File: src/rtl/elx_pkg.sv
// Types, codes and keyword lookup for the expression lexer
package elx_pkg;

  localparam logic [1:0] RK_TOKEN = 2'd0;
  localparam logic [1:0] RK_DONE  = 2'd1;
  localparam logic [1:0] RK_ERROR = 2'd2;

  localparam logic [4:0] TK_NONE     = 5'd0;
  localparam logic [4:0] TK_IDENT    = 5'd7;
  localparam logic [4:0] TK_INT      = 5'd8;
  localparam logic [4:0] TK_TRUE     = 5'd9;
  localparam logic [4:0] TK_FALSE    = 5'd10;
  localparam logic [4:0] TK_AND      = 5'd11;
  localparam logic [4:0] TK_OR       = 5'd12;
  localparam logic [4:0] TK_XOR      = 5'd13;
  localparam logic [4:0] TK_NOT      = 5'd14;
  localparam logic [4:0] TK_IS       = 5'd15;
  localparam logic [4:0] TK_NIL      = 5'd16;
  localparam logic [4:0] TK_RESERVED = 5'd17;

  localparam logic [62:0] VALUE_MAX = {63{1'b1}};

  typedef enum logic [1:0] {
    PEND_NONE  = 2'd0,
    PEND_IDENT = 2'd1,
    PEND_INT   = 2'd2
  } pend_t;

  typedef struct packed {
    logic [7:0] character;
    logic       end_of_text;
  } elx_in_t;

  typedef struct packed {
    logic [1:0]  result_kind;
    logic [4:0]  token_kind;
    logic [15:0] token_offset;
    logic [15:0] token_length;
    logic [62:0] integer_value;
    logic        integer_overflow;
    logic        last_of_run;
  } elx_out_t;

  typedef struct packed {
    logic [2:0]          mask;
    elx_out_t [2:0]      slot;
  } elx_bundle_t;

  // window holds character i in bits 8i+7..8i, lower case, zero padded
  function automatic logic [4:0] kw_kind(input logic [39:0] win);
    logic [39:0] rev;
    logic [4:0]  kind;
    rev = {win[7:0], win[15:8], win[23:16], win[31:24], win[39:32]};
    unique case (rev)
      {"true", 8'h00}:  kind = TK_TRUE;
      {"false"}:        kind = TK_FALSE;
      {"and", 16'h0}:   kind = TK_AND;
      {"or", 24'h0}:    kind = TK_OR;
      {"xor", 16'h0}:   kind = TK_XOR;
      {"not", 16'h0}:   kind = TK_NOT;
      {"is", 24'h0}:    kind = TK_IS;
      {"nil", 16'h0}:   kind = TK_NIL;
      {"null", 8'h00}, {"eq", 24'h0}, {"ne", 24'h0}, {"lt", 24'h0},
      {"lte", 16'h0}, {"gt", 24'h0}, {"gte", 16'h0}, {"if", 24'h0},
      {"then", 8'h00}, {"end", 16'h0}, {"for", 16'h0}, {"while"},
      {"do", 24'h0}, {"done", 8'h00}, {"in", 24'h0}, {"case", 8'h00},
      {"when", 8'h00}, {"where"}:
                        kind = TK_RESERVED;
      default:          kind = TK_IDENT;
    endcase
    return kind;
  endfunction

endpackage

File: src/rtl/expression_lexer.sv
// Expression lexer top level: input register, step logic and result register
//
// Input channel (in_valid, in_stall, in_item): one text character per item,
// with end_of_text on the last one. Result channel (out_valid, out_stall,
// out_item): tokens, then one finished or error result closing each text.
// A character gives zero to three results; last_of_run marks the final one.
// An accepted character waits in the input register until the result register
// can be reloaded; its results are then registered and presented from there.
// Throughput: one character per cycle while each gives at most one result and
// out_stall is low; the result register sends one result a cycle when not
// stalled, so the next character waits until the last result is being taken.
// An input register lets one character be taken while results wait, so
// in_stall rises only when that register is full and the result register
// cannot be reloaded.
// After an illegal character the rest of the text up to end_of_text is
// consumed with no results. Offsets saturate at MAX_TEXT_LENGTH and are
// reported in their low 16 bits.
// Reset (rst_n low, synchronous) empties both registers and returns the
// lexer to the start of a text; a stalled result holds its value.
module expression_lexer #(
  parameter longint unsigned MAX_TEXT_LENGTH = 65535
) (
  input  logic              clk,
  input  logic              rst_n,
  input  logic              in_valid,
  output logic              in_stall,
  input  elx_pkg::elx_in_t  in_item,
  output logic              out_valid,
  input  logic              out_stall,
  output elx_pkg::elx_out_t out_item
);
  import elx_pkg::*;

  logic        in_vld_r, in_vld_nxt;
  elx_in_t     in_item_r;
  logic        load, ready;
  elx_bundle_t bundle;

  assign load     = in_vld_r && ready;
  assign in_stall = in_vld_r && !ready;

  always_comb begin
    in_vld_nxt = in_vld_r;
    if (in_valid && !in_stall) begin
      in_vld_nxt = 1'b1;
    end else if (load) begin
      in_vld_nxt = 1'b0;
    end
  end

  always_ff @(posedge clk) begin
    if (!rst_n) begin
      in_vld_r <= 1'b0;
    end else begin
      in_vld_r <= in_vld_nxt;
    end
  end

  always_ff @(posedge clk) begin
    if (in_valid && !in_stall) begin
      in_item_r <= in_item;
    end
  end

  elx_scan #(
    .MAX_TEXT_LENGTH(MAX_TEXT_LENGTH)
  ) u_scan (
    .clk    (clk),
    .rst_n  (rst_n),
    .step   (load),
    .item   (in_item_r),
    .bundle (bundle)
  );

  elx_outq u_outq (
    .clk       (clk),
    .rst_n     (rst_n),
    .load      (load),
    .bundle    (bundle),
    .ready     (ready),
    .out_valid (out_valid),
    .out_stall (out_stall),
    .out_item  (out_item)
  );

endmodule

File: src/rtl/elx_scan.sv
// Lexer state and per-character step logic, producing up to three results
module elx_scan #(
  parameter longint unsigned MAX_TEXT_LENGTH = 65535
) (
  input  logic                clk,
  input  logic                rst_n,
  input  logic                step,
  input  elx_pkg::elx_in_t    item,
  output elx_pkg::elx_bundle_t bundle
);
  import elx_pkg::*;

  localparam int PW = $clog2(MAX_TEXT_LENGTH + 1);
  localparam logic [PW-1:0] MAX_POS = PW'(MAX_TEXT_LENGTH);

  pend_t          pend_r, pend_nxt;
  logic [PW-1:0]  start_r, start_nxt;
  logic [PW-1:0]  pos_r, pos_nxt;
  logic [62:0]    acc_r, acc_nxt;
  logic           ovf_r, ovf_nxt;
  logic [39:0]    win_r, win_nxt;
  logic           disc_r, disc_nxt;

  logic [7:0]     c, lc;
  logic           eot;
  logic           is_letter, is_upper, is_digit, is_space, is_under, is_op;
  logic           id_first, id_rest, illegal;
  logic [2:0]     op_idx;
  logic [3:0]     dig;
  logic [PW-1:0]  p, nxt, diff;
  logic           cont_id, cont_int, cont, err;
  logic [39:0]    win_cont;
  logic [66:0]    sum;
  logic           over;
  pend_t          pend_new;
  logic [PW-1:0]  start_new;
  logic [62:0]    acc_new;
  logic           ovf_new;
  logic [39:0]    win_new;
  logic [PW-1:0]  len_a, len_b;

  function automatic logic [4:0] tok_kind(input pend_t pk, input logic [39:0] w,
                                          input logic [PW-1:0] len);
    logic [4:0] k;
    if (pk == PEND_INT) begin
      k = TK_INT;
    end else if (len == '0 || len > PW'(5)) begin
      k = TK_IDENT;
    end else begin
      k = kw_kind(w);
    end
    return k;
  endfunction

  function automatic elx_out_t flush_res(input pend_t pk, input logic [39:0] w,
                                         input logic [PW-1:0] st, input logic [PW-1:0] len,
                                         input logic [62:0] val, input logic vo);
    elx_out_t r;
    r = '0;
    r.result_kind  = RK_TOKEN;
    r.token_kind   = tok_kind(pk, w, len);
    r.token_offset = 16'(st);
    r.token_length = 16'(len);
    if (pk == PEND_INT) begin
      r.integer_value    = val;
      r.integer_overflow = vo;
    end
    return r;
  endfunction

  always_comb begin
    c        = item.character;
    eot      = item.end_of_text;
    is_upper = (c >= "A") && (c <= "Z");
    is_letter = is_upper || ((c >= "a") && (c <= "z"));
    is_digit = (c >= "0") && (c <= "9");
    is_space = (c == " ") || (c == 8'h09) || (c == 8'h0A) || (c == 8'h0D);
    is_under = (c == "_");
    lc       = is_upper ? c + 8'd32 : c;
    dig      = 4'(c - "0");
    is_op    = 1'b1;
    op_idx   = 3'd0;
    unique case (c)
      "+":     op_idx = 3'd0;
      "-":     op_idx = 3'd1;
      "*":     op_idx = 3'd2;
      "/":     op_idx = 3'd3;
      "(":     op_idx = 3'd4;
      ")":     op_idx = 3'd5;
      ",":     op_idx = 3'd6;
      default: is_op = 1'b0;
    endcase
    id_first = is_under || is_letter;
    id_rest  = id_first || is_digit;
    illegal  = !(is_space || is_op || id_first || is_digit);

    p    = pos_r;
    nxt  = (p >= MAX_POS) ? MAX_POS : p + 1'b1;
    diff = p - start_r;

    cont_id  = (pend_r == PEND_IDENT) && id_rest;
    cont_int = (pend_r == PEND_INT) && is_digit;
    cont     = cont_id || cont_int;
    err      = !cont && illegal;

    win_cont = win_r;
    if (p >= start_r && diff < PW'(5)) begin
      win_cont = win_r | (40'(lc) << {diff[2:0], 3'b000});
    end
    sum  = (67'(acc_r) << 3) + (67'(acc_r) << 1) + 67'(dig);
    over = |sum[66:63];

    pend_new  = pend_r;
    start_new = start_r;
    acc_new   = acc_r;
    ovf_new   = ovf_r;
    win_new   = win_r;
    if (cont_id) begin
      win_new = win_cont;
    end else if (cont_int) begin
      acc_new = over ? VALUE_MAX : sum[62:0];
      ovf_new = ovf_r | over;
    end else begin
      pend_new = PEND_NONE;
      if (!is_space && !is_op && id_first) begin
        pend_new  = PEND_IDENT;
        start_new = p;
        win_new   = 40'(lc);
      end else if (!is_space && !is_op && is_digit) begin
        pend_new  = PEND_INT;
        start_new = p;
        acc_new   = 63'(dig);
        ovf_new   = 1'b0;
      end
    end

    len_a = (p >= start_r) ? p - start_r : '0;
    len_b = (nxt >= start_new) ? nxt - start_new : '0;

    bundle = '0;
    bundle.slot[0] = flush_res(pend_r, win_r, start_r, len_a, acc_r, ovf_r);
    bundle.mask[0] = !disc_r && !cont && (pend_r != PEND_NONE);
    if (err) begin
      bundle.slot[1].result_kind  = RK_ERROR;
      bundle.slot[1].token_kind   = TK_NONE;
      bundle.slot[1].token_offset = 16'(p);
      bundle.slot[1].token_length = 16'd1;
      bundle.mask[1] = !disc_r;
    end else if (!cont && is_op) begin
      bundle.slot[1].result_kind  = RK_TOKEN;
      bundle.slot[1].token_kind   = 5'(op_idx);
      bundle.slot[1].token_offset = 16'(p);
      bundle.slot[1].token_length = 16'd1;
      bundle.mask[1] = !disc_r;
    end else begin
      bundle.slot[1] = flush_res(pend_new, win_new, start_new, len_b, acc_new, ovf_new);
      bundle.mask[1] = !disc_r && eot && (pend_new != PEND_NONE);
    end
    bundle.slot[2].result_kind  = RK_DONE;
    bundle.slot[2].token_kind   = TK_NONE;
    bundle.slot[2].token_offset = 16'(nxt);
    bundle.mask[2] = !disc_r && eot && !err;

    pend_nxt  = pend_new;
    start_nxt = start_new;
    pos_nxt   = nxt;
    acc_nxt   = acc_new;
    ovf_nxt   = ovf_new;
    win_nxt   = win_new;
    disc_nxt  = disc_r || err;
    if (disc_r) begin
      pend_nxt  = pend_r;
      start_nxt = start_r;
      acc_nxt   = acc_r;
      ovf_nxt   = ovf_r;
      win_nxt   = win_r;
    end
    if (eot) begin
      pend_nxt  = PEND_NONE;
      start_nxt = '0;
      pos_nxt   = '0;
      acc_nxt   = '0;
      ovf_nxt   = 1'b0;
      win_nxt   = '0;
      disc_nxt  = 1'b0;
    end
  end

  always_ff @(posedge clk) begin
    if (!rst_n) begin
      pend_r  <= PEND_NONE;
      start_r <= '0;
      pos_r   <= '0;
      acc_r   <= '0;
      ovf_r   <= 1'b0;
      win_r   <= '0;
      disc_r  <= 1'b0;
    end else if (step) begin
      pend_r  <= pend_nxt;
      start_r <= start_nxt;
      pos_r   <= pos_nxt;
      acc_r   <= acc_nxt;
      ovf_r   <= ovf_nxt;
      win_r   <= win_nxt;
      disc_r  <= disc_nxt;
    end
  end

endmodule

File: src/rtl/elx_outq.sv
// Result register: holds one character's results and hands them out in order
module elx_outq (
  input  logic                 clk,
  input  logic                 rst_n,
  input  logic                 load,
  input  elx_pkg::elx_bundle_t bundle,
  output logic                 ready,
  output logic                 out_valid,
  input  logic                 out_stall,
  output elx_pkg::elx_out_t    out_item
);
  import elx_pkg::*;

  logic [2:0]     mask_r, mask_nxt;
  elx_out_t [2:0] slot_r;
  logic [1:0]     sel;
  logic           take;
  logic           single;

  always_comb begin
    sel       = mask_r[0] ? 2'd0 : (mask_r[1] ? 2'd1 : 2'd2);
    single    = $onehot(mask_r);
    out_valid = |mask_r;
    take      = out_valid && !out_stall;
    ready     = !out_valid || (single && take);
    out_item  = slot_r[sel];
    out_item.last_of_run = single;
    mask_nxt  = mask_r;
    if (load) begin
      mask_nxt = bundle.mask;
    end else if (take) begin
      mask_nxt[sel] = 1'b0;
    end
  end

  always_ff @(posedge clk) begin
    if (!rst_n) begin
      mask_r <= '0;
    end else begin
      mask_r <= mask_nxt;
    end
  end

  always_ff @(posedge clk) begin
    if (load) begin
      slot_r <= bundle.slot;
    end
  end

endmodule

File: config.mk
export PLATFORM = sky130hd
export DESIGN_NAME = expression_lexer
export DESIGN_NICKNAME = d
export VERILOG_FILES = /design/src/rtl/elx_pkg.sv /design/src/rtl/expression_lexer.sv /design/src/rtl/elx_scan.sv /design/src/rtl/elx_outq.sv
export SDC_FILE = /design/constraint.sdc
export NUM_CORES = 1
export LEC_CHECK = 0
export ABC_AREA = 1
export BUFFER_PORTS_ARGS = -buffer_cell sky130_fd_sc_hd__clkbuf_2
export CAP_MARGIN = 10
export CORE_MARGIN = 3
export CORE_UTILIZATION = 30
export CTS_CLUSTER_DIAMETER = 100
export DETAILED_ROUTE_END_ITERATION = 10
export PLACE_DENSITY_LB_ADDON = 0.3
export SKIP_CTS_REPAIR_TIMING = 1
export SYNTH_ARGS = -nofsm -noshare
export SYNTH_HDL_FRONTEND = slang
export SYNTH_SLANG_ARGS = --single-unit
File: constraint.sdc
create_clock -name clk -period 20 [get_ports clk]
set_clock_uncertainty 0.2 [all_clocks]
set_input_delay 3 -clock clk [delete_from_list [all_inputs] [get_ports clk]]
set_output_delay 3 -clock clk [all_outputs]
set_load 0.01 [all_outputs]
==> results of run 1 <==
[synthesized netlist by cell type, types with 73 or more instances]
| library cell | n | share of area [%] |
|---|---|---|
| edfxtp_1 | 228 | 26 |
| nand3_1 | 218 | 4.1 |
| inv_1 | 420 | 5.9 |
| a22o_1 | 85 | 2.8 |
| dfxtp_1 | 143 | 11 |
| o21ai_0 | 92 | 1.7 |
| nand4_1 | 73 | 1.7 |
| clkbuf_1 | 101 | 1.4 |
| a21oi_1 | 314 | 5.9 |
| nand2_1 | 905 | 13 |
| nor2_1 | 559 | 7.9 |
| ha_1 | 160 | 7.6 |
[layer usage]
layer / wire length (µm) / global-route usage (%) / vias up
li1: - / - / 12500
met2: 39400 / 30.5 / 615
met3: 4440 / 2.40 / 113
met1: 39700 / 25.1 / 11600
met5: 13 / 0 / -
met4: 2010 / 4.94 / 2
[final timing paths]
path / start / to / slack (ns) / cells after the start
min reg2reg: u_scan.ovf_r$_SDFFE_PN0P_ / u_scan.ovf_r$_SDFFE_PN0P_ / 0.27 / 2
max: out_stall / u_scan.acc_r[57]$_SDFFE_PN0P_ / 12.23 / 13
max reg2reg: in_item_r[4]$_DFFE_PP_ / u_outq.slot_r[202]$_SDFFCE_PP0P_ / 12.43 / 27
min: u_scan.ovf_r$_SDFFE_PN0P_ / u_scan.ovf_r$_SDFFE_PN0P_ / 0.27 / 2
[kinds of logic after synthesis]
logic type,share of synthesized area [%]
buffers and inverters,8.73
AO/OA/AOI/OAI,14.4
adder cells (fa/ha/maj),7.93
AND/OR/NAND/NOR,30.0
flip-flops,36.6
XOR/XNOR,2.31
[final cells by class]
| type | instances | area, µm² | share of cell area, % |
|---|---|---|---|
| Antenna cell | 2 | 5.00 | 0.0169 |
| Clock buffer | 59 | 1230 | 4.16 |
| Clock inverter | 26 | 304 | 1.03 |
| Inverter | 440 | 1660 | 5.60 |
| Multi-Input combinational cell | 2761 | 14500 | 49.0 |
| Sequential cell | 371 | 9710 | 32.8 |
| Tap cell | 1155 | 1450 | 4.88 |
| Timing Repair Buffer | 139 | 748 | 2.53 |
[registers in the layout, summed over array words and instances (netlist names)]
register	flops
u_outq.slot_r	219
u_scan.acc_r	63
u_scan.win_r	40
u_scan.p	16
u_scan.start_r	16
in_item_r	9
u_outq.mask_r	3
u_scan.pend_r	2
in_vld_r	1
u_scan.disc_r	1
u_scan.ovf_r	1
[power by group]
group	switching (W)	leakage (nW)	internal, W	total, W
logic	0.000469	8.37	0.000158	0.000627
registers	0.0000301	3.33	0.000922	0.000952
clock network	0.000340	0.741	0.000515	0.000855
total	0.000839	12.4	0.00159	0.00243
[worst min-delay path, cell delays in order, from the launching register on]
cell	delay, ns
dfxtp_1	0.31
nand2_1	0.06
a21oi_1	0.05
[stage by stage]
stage | cells | worst slack (ns) | total power (W) | area (µm²)
floorplan | 3714 | 4.94 | 0.00144 | 26500
global placement | 4866 | 11.89 | 0.00159 | 28100
detailed placement | 4866 | 11.74 | 0.00160 | 28100
CTS | 4951 | 12.33 | 0.00246 | 29600
global route | 4951 | 11.71 | 0.00256 | 29600
finish | 4953 | 12.23 | 0.00243 | 29600
[layout by cell type, fill, tap and decap left out, types with 10 or more instances in the layout]
cell       count
xor2_1        38
a31oi_1       27
a21oi_1      314
nor2_2        11
dfxtp_1      142
nand2_1      905
clkbuf_2     118
nor2_1       556
nor3_1        52
xnor2_1       32
o21ai_0       92
edfxtp_1     228
ha_1         160
or2_2         18
clkbuf_16     47
clkbuf_1      11
o21ai_1       10
nand4_1       73
nand3_1      218
buf_4         21
inv_1        420
inv_2         14
o21a_1        17
nand3b_1      10
nand2_2       18
a22o_1        85
==> flow_metrics.tcl, run 1 <==
set metrics [dict create \
    drt_iter0_drc 1731 \
    clkLatencyLatePin_ns 0.58 \
    rows 108 \
    dp_hpwl_mm 64.1 \
    cap_violations 0 \
    yosysWarnings 0 \
    worst_pin_slew_ns 1.22 \
    layout-drive-gt1-share_pct 7.80 \
    die_h_um 303 \
    postSynthCellCount 3714 \
    grt_pass1_wl_mm 135 \
    min_period_ns 7.77 \
    place.gp.congestion 0.939 \
    die-area_um2 91900 \
    cts_buffer_depth 3 \
    hold_slack_ns 0.267 \
    syn-num-nets 3892 \
    vias 24900 \
    rsz0062_at_grt "no" \
    cp_top_family "simple AND/OR/NAND/NOR gates" \
    path_cells "clkbuf_2 > inv_1 > nand2_1 > nand2_1 > inv_1 > nor2_4 > inv_1 > nor2_1 > nand2_1 > clkinv_2 > buf_4 > nand3_1 > a21oi_1" \
    synthFlopType "edfxtp_1" \
    avgRoutedWirePerCell_um 17.3 \
    syn_avg_cell_area_um2 7.14 \
    startpoint_type "input pin" \
    cts_tree "yes" \
    cts_sinks 371 \
    fill_cells 9420 \
    layout_worst_path_cycle_share_pct 38.9 \
    final_core_util_pct 34.0 \
    dr.pass1.iters 6 \
    ys_types 63 \
    ios 119 \
    coreArea_um2 87200 \
    crit_buf_inv 6 \
    synthArstFlopShare_pct 0 \
    routed_via_density 5.02 \
    cp_data_required_time_ns 20.29 \
    drc 0 \
    synth_edf_count 228 \
    die-width_um 303 \
    synth.ff_latch_count 371 \
    htree_levels 2 \
    fin_tns_setup_ns 0 \
    cp_max_fo 56 \
    grt_pass1_vias 23800 \
    end_kind "flip-flop" \
    grt_antenna_before_repair 4 \
    hold_viol_final 0 \
    nets 3937 \
    relSlewSlack_pct 18.6 \
    max_stage_delay_ns 1.03 \
    worst_path_max_delay_cell "nor2_1" \
    clkSlewWorstSetupHoldPaths_ns 0.06 \
    grt_max_degree 87 \
    wirelength_mm 85.6 \
    cts_buffers 46 \
    grt.overflow.total 0 \
    finalSetupViolCount 0 \
    port_buffers 118 \
    ant_nets 0 \
    arrival_ns 8.06 \
    gr-usage-all-layers_pct 18.4 \
    syn2layout_area_growth_pct 11.7 \
    p_leak_nw 12.4 \
    start_util_pct 30.4 \
    slew_violations 0 \
    hp-class "flip-flop to flip-flop" \
    synth.cell_area_um2 26500 \
    ys_seq_area_share_pct 36.6 \
    status "completed" \
    fmax_mhz 129 \
    worstSetupPathType "input pin to flip-flop" \
    peakVddDrop_uv 90.7 \
    p_per_area_nw_per_um2 82.2 \
    root_buffer "clkbuf_16" \
]
Note: power is estimated with default switching activity, not from simulation.
==> inputs of run 2 (changes only) <==
Settings changed: ABC_AREA 1 to 0.
Clock period 20 ns to 7.1 ns, I/O delays scaled along.
==> flow_metrics.tcl, run 2 <==
set metrics [dict create \
    fin_tns_setup_ns 0 \
    syn-num-nets 2924 \
    root_buffer "clkbuf_16" \
    fill_cells 8342 \
    synthArstFlopShare_pct 0 \
    die_h_um 292 \
    synthFlopType "edfxtp_1" \
    power.internal_w 0.00379 \
    end_kind "flip-flop" \
    drc 0 \
    start_util_pct 30.4 \
    finalSetupViolCount 0 \
    port_buffers 118 \
    cp_max_fo 20 \
    dp_hpwl_mm 57.1 \
    slew_violations 0 \
    grt_pass1_vias 20100 \
    syn2layout_area_growth_pct 13.1 \
    die-width_um 292 \
    vias 21200 \
    hold_viol_final 0 \
    p_comb_share_pct 7.7 \
    arrival_ns 6.65 \
    place.gp.congestion 0.924 \
    cap_violations 0 \
    largestRegisters "u_outq.slot_r x219, u_scan.acc_r x63, u_scan.win_r x40" \
    min_period_ns 6.56 \
    synth.ff_latch_count 371 \
    gr-usage-all-layers_pct 17.8 \
    p_sw_share_pct 24.8 \
    clkSlewWorstSetupHoldPaths_ns 0.06 \
    cts_buffer_depth 3 \
    cts_buffers 42 \
    synth_area_leaders "edfxtp_1 28%, dfxtp_1 12%, ha_1 8.2%" \
    p_per_area_nw_per_um2 182 \
    cp_data_required_time_ns 7.19 \
    grt_max_degree 158 \
    layout-drive-gt1-share_pct 10.3 \
    relSlewSlack_pct 24.0 \
    pwr-share-clk_pct 45.1 \
    rsz0062_at_grt "no" \
    grt_pass1_wl_mm 121 \
    cts_sinks 371 \
    largest_reg_flops 219 \
    layout_worst_path_cycle_share_pct 92.4 \
    final_common_cell "nor2_1" \
    post-synth-top-area-cell "edfxtp_1" \
    ys_types 102 \
    ys_seq_area_share_pct 39.5 \
    regMostFlops "u_outq.slot_r" \
    drt_iter0_drc 1938 \
    grt.overflow.total 0 \
    routed_via_density 5.44 \
    peakVddDrop_uv 185 \
    hp-class "flip-flop to flip-flop" \
    startpoint_type "flip-flop" \
    synth_edf_count 228 \
    worst_pin_slew_ns 1.14 \
    final_cell_mix "291 x nor2_1, 284 x nand2_1, 228 x edfxtp_1" \
    cts_tree "yes" \
    p_leak_nw 11.0 \
    syn_avg_cell_area_um2 8.94 \
    hold_slack_ns 0.253 \
    seqPwrFrac_pct 47.2 \
    ant_nets 0 \
    postSynthCellCount 2746 \
    worstSetupPathType "flip-flop to flip-flop" \
    switchingPower_w 0.00125 \
    grt_antenna_before_repair 5 \
    synth.cell_area_um2 24600 \
    rows 104 \
    htree_levels 2 \
    yosysWarnings 0 \
    avgRoutedWirePerCell_um 20.0 \
    fmax_mhz 152 \
    nets 2976 \
    wirelength_mm 77.9 \
    synth_most_common_cell "nor2_1" \
    status "completed" \
    yosysTopAreaCellShare_pct 27.9 \
    dr.pass1.iters 6 \
    coreArea_um2 80800 \
    ios 119 \
    die-area_um2 85300 \
    clkLatencyLatePin_ns 0.58 \
    synth_common_cells "291 x nor2_1, 285 x nand2_1, 228 x edfxtp_1, 177 x o21ai_0, 160 x ha_1" \
]
## run 2: cell count changes after synthesis, sizes merged, moves of 45 or more
cell and delta:
a21oi -203, a21o +67, nand2 -637, nor2 -284, a22oi +45, o21ai +81, inv -379, and2 +107
nand3 -155, nor2b +73
## run 2: stage by stage
stage,setup slack [ns],area (µm²),power [W],cells,util [%]
CTS,0.287,27700,0.00511,3892,34.3
finish,0.542,27800,0.00505,3895,34.4
global placement,0.390,26300,0.00282,3814,32.5
detailed placement,0.321,26300,0.00282,3814,32.5
floorplan,0.469,24600,0.00267,2746,-
global route,0.0119,27800,0.00523,3892,34.4
## run 2: metal layers
layer | track usage [%] | vias up | part of all wire, %
met5 | 0 | - | 0.055
met4 | 4.54 | 6 | 2.4
met3 | 3.45 | 113 | 7.0
met2 | 28.3 | 672 | 45
met1 | 24.8 | 10100 | 46
li1 | - | 10300 | -
## run 2: critical path, stage by stage, from the launching register on
cell and delay, ns:
edfxtp_1 0.38, inv_1 0.16, ha_1 0.16, nor3b_2 0.20, nor2_1 0.11, or4b_1 0.64, nand3_2 0.13, nand4_1 0.19
buf_6 0.25, mux2i_1 0.24, ha_1 0.32, nor2b_1 0.15, o21ai_1 0.17, a21boi_1 0.13, o21ai_0 0.16, nand2b_1 0.11
a21o_1 0.20, a21o_1 0.23, a221oi_2 0.35, xnor2_1 0.15, nor4_2 0.32, nand3_1 0.11, or3_1 0.30, or4_1 0.52
nor4_1 0.32, a211oi_1 0.08
## run 2: path summary, 6_finish.rpt
| path | startpoint | cells after the start | to | slack (ns) |
|---|---|---|---|---|
| max | in_item_r[6]$_DFFE_PP_ | 25 | u_outq.slot_r[201]$_SDFFCE_PP0P_ | 0.54 |
| min | u_scan.ovf_r$_SDFFE_PN0P_ | 1 | u_scan.ovf_r$_SDFFE_PN0P_ | 0.25 |
| max reg2reg | in_item_r[6]$_DFFE_PP_ | 25 | u_outq.slot_r[201]$_SDFFCE_PP0P_ | 0.54 |
| min reg2reg | u_scan.ovf_r$_SDFFE_PN0P_ | 1 | u_scan.ovf_r$_SDFFE_PN0P_ | 0.25 |
## run 2: area by class of cell
cell class	instances	area, µm²	share of cell area (%)
clock inverters	23	303	1.09
inverters	55	210	0.757
well taps	1060	1330	4.78
clock buffers	55	1140	4.10
flip-flops and latches	371	9710	35.0
multi-input cells	2158	14100	50.7
diodes	3	7.51	0.0270
repair buffers	170	1000	3.60
## run 2: power groups by stage
| stage | registers (W) | logic, W | clock network, W |
|---|---|---|---|
| 6_report | 0.00238 | 0.000389 | 0.00227 |
| 5_1_grt | 0.00239 | 0.000422 | 0.00242 |
| 4_1_cts | 0.00238 | 0.000391 | 0.00234 |
| 3_5_place_dp | 0.00243 | 0.000390 | 0 |
| 3_3_place_gp | 0.00243 | 0.000391 | 0 |
| 2_1_floorplan | 0.00243 | 0.000239 | 0 |
## run 2: cell families (layout without fill, tap and decap cells)
logic type,after synthesis,in the layout,share of synthesized area (%)
flops,371,371,39.5
mux,34,34,1.40
fa+ha+maj,165,165,8.56
buf+inv,217,303,3.47
other cells,0,3,0
xor+xnor,88,88,3.14
compound gates,739,739,20.8
simple gates,1132,1132,23.1
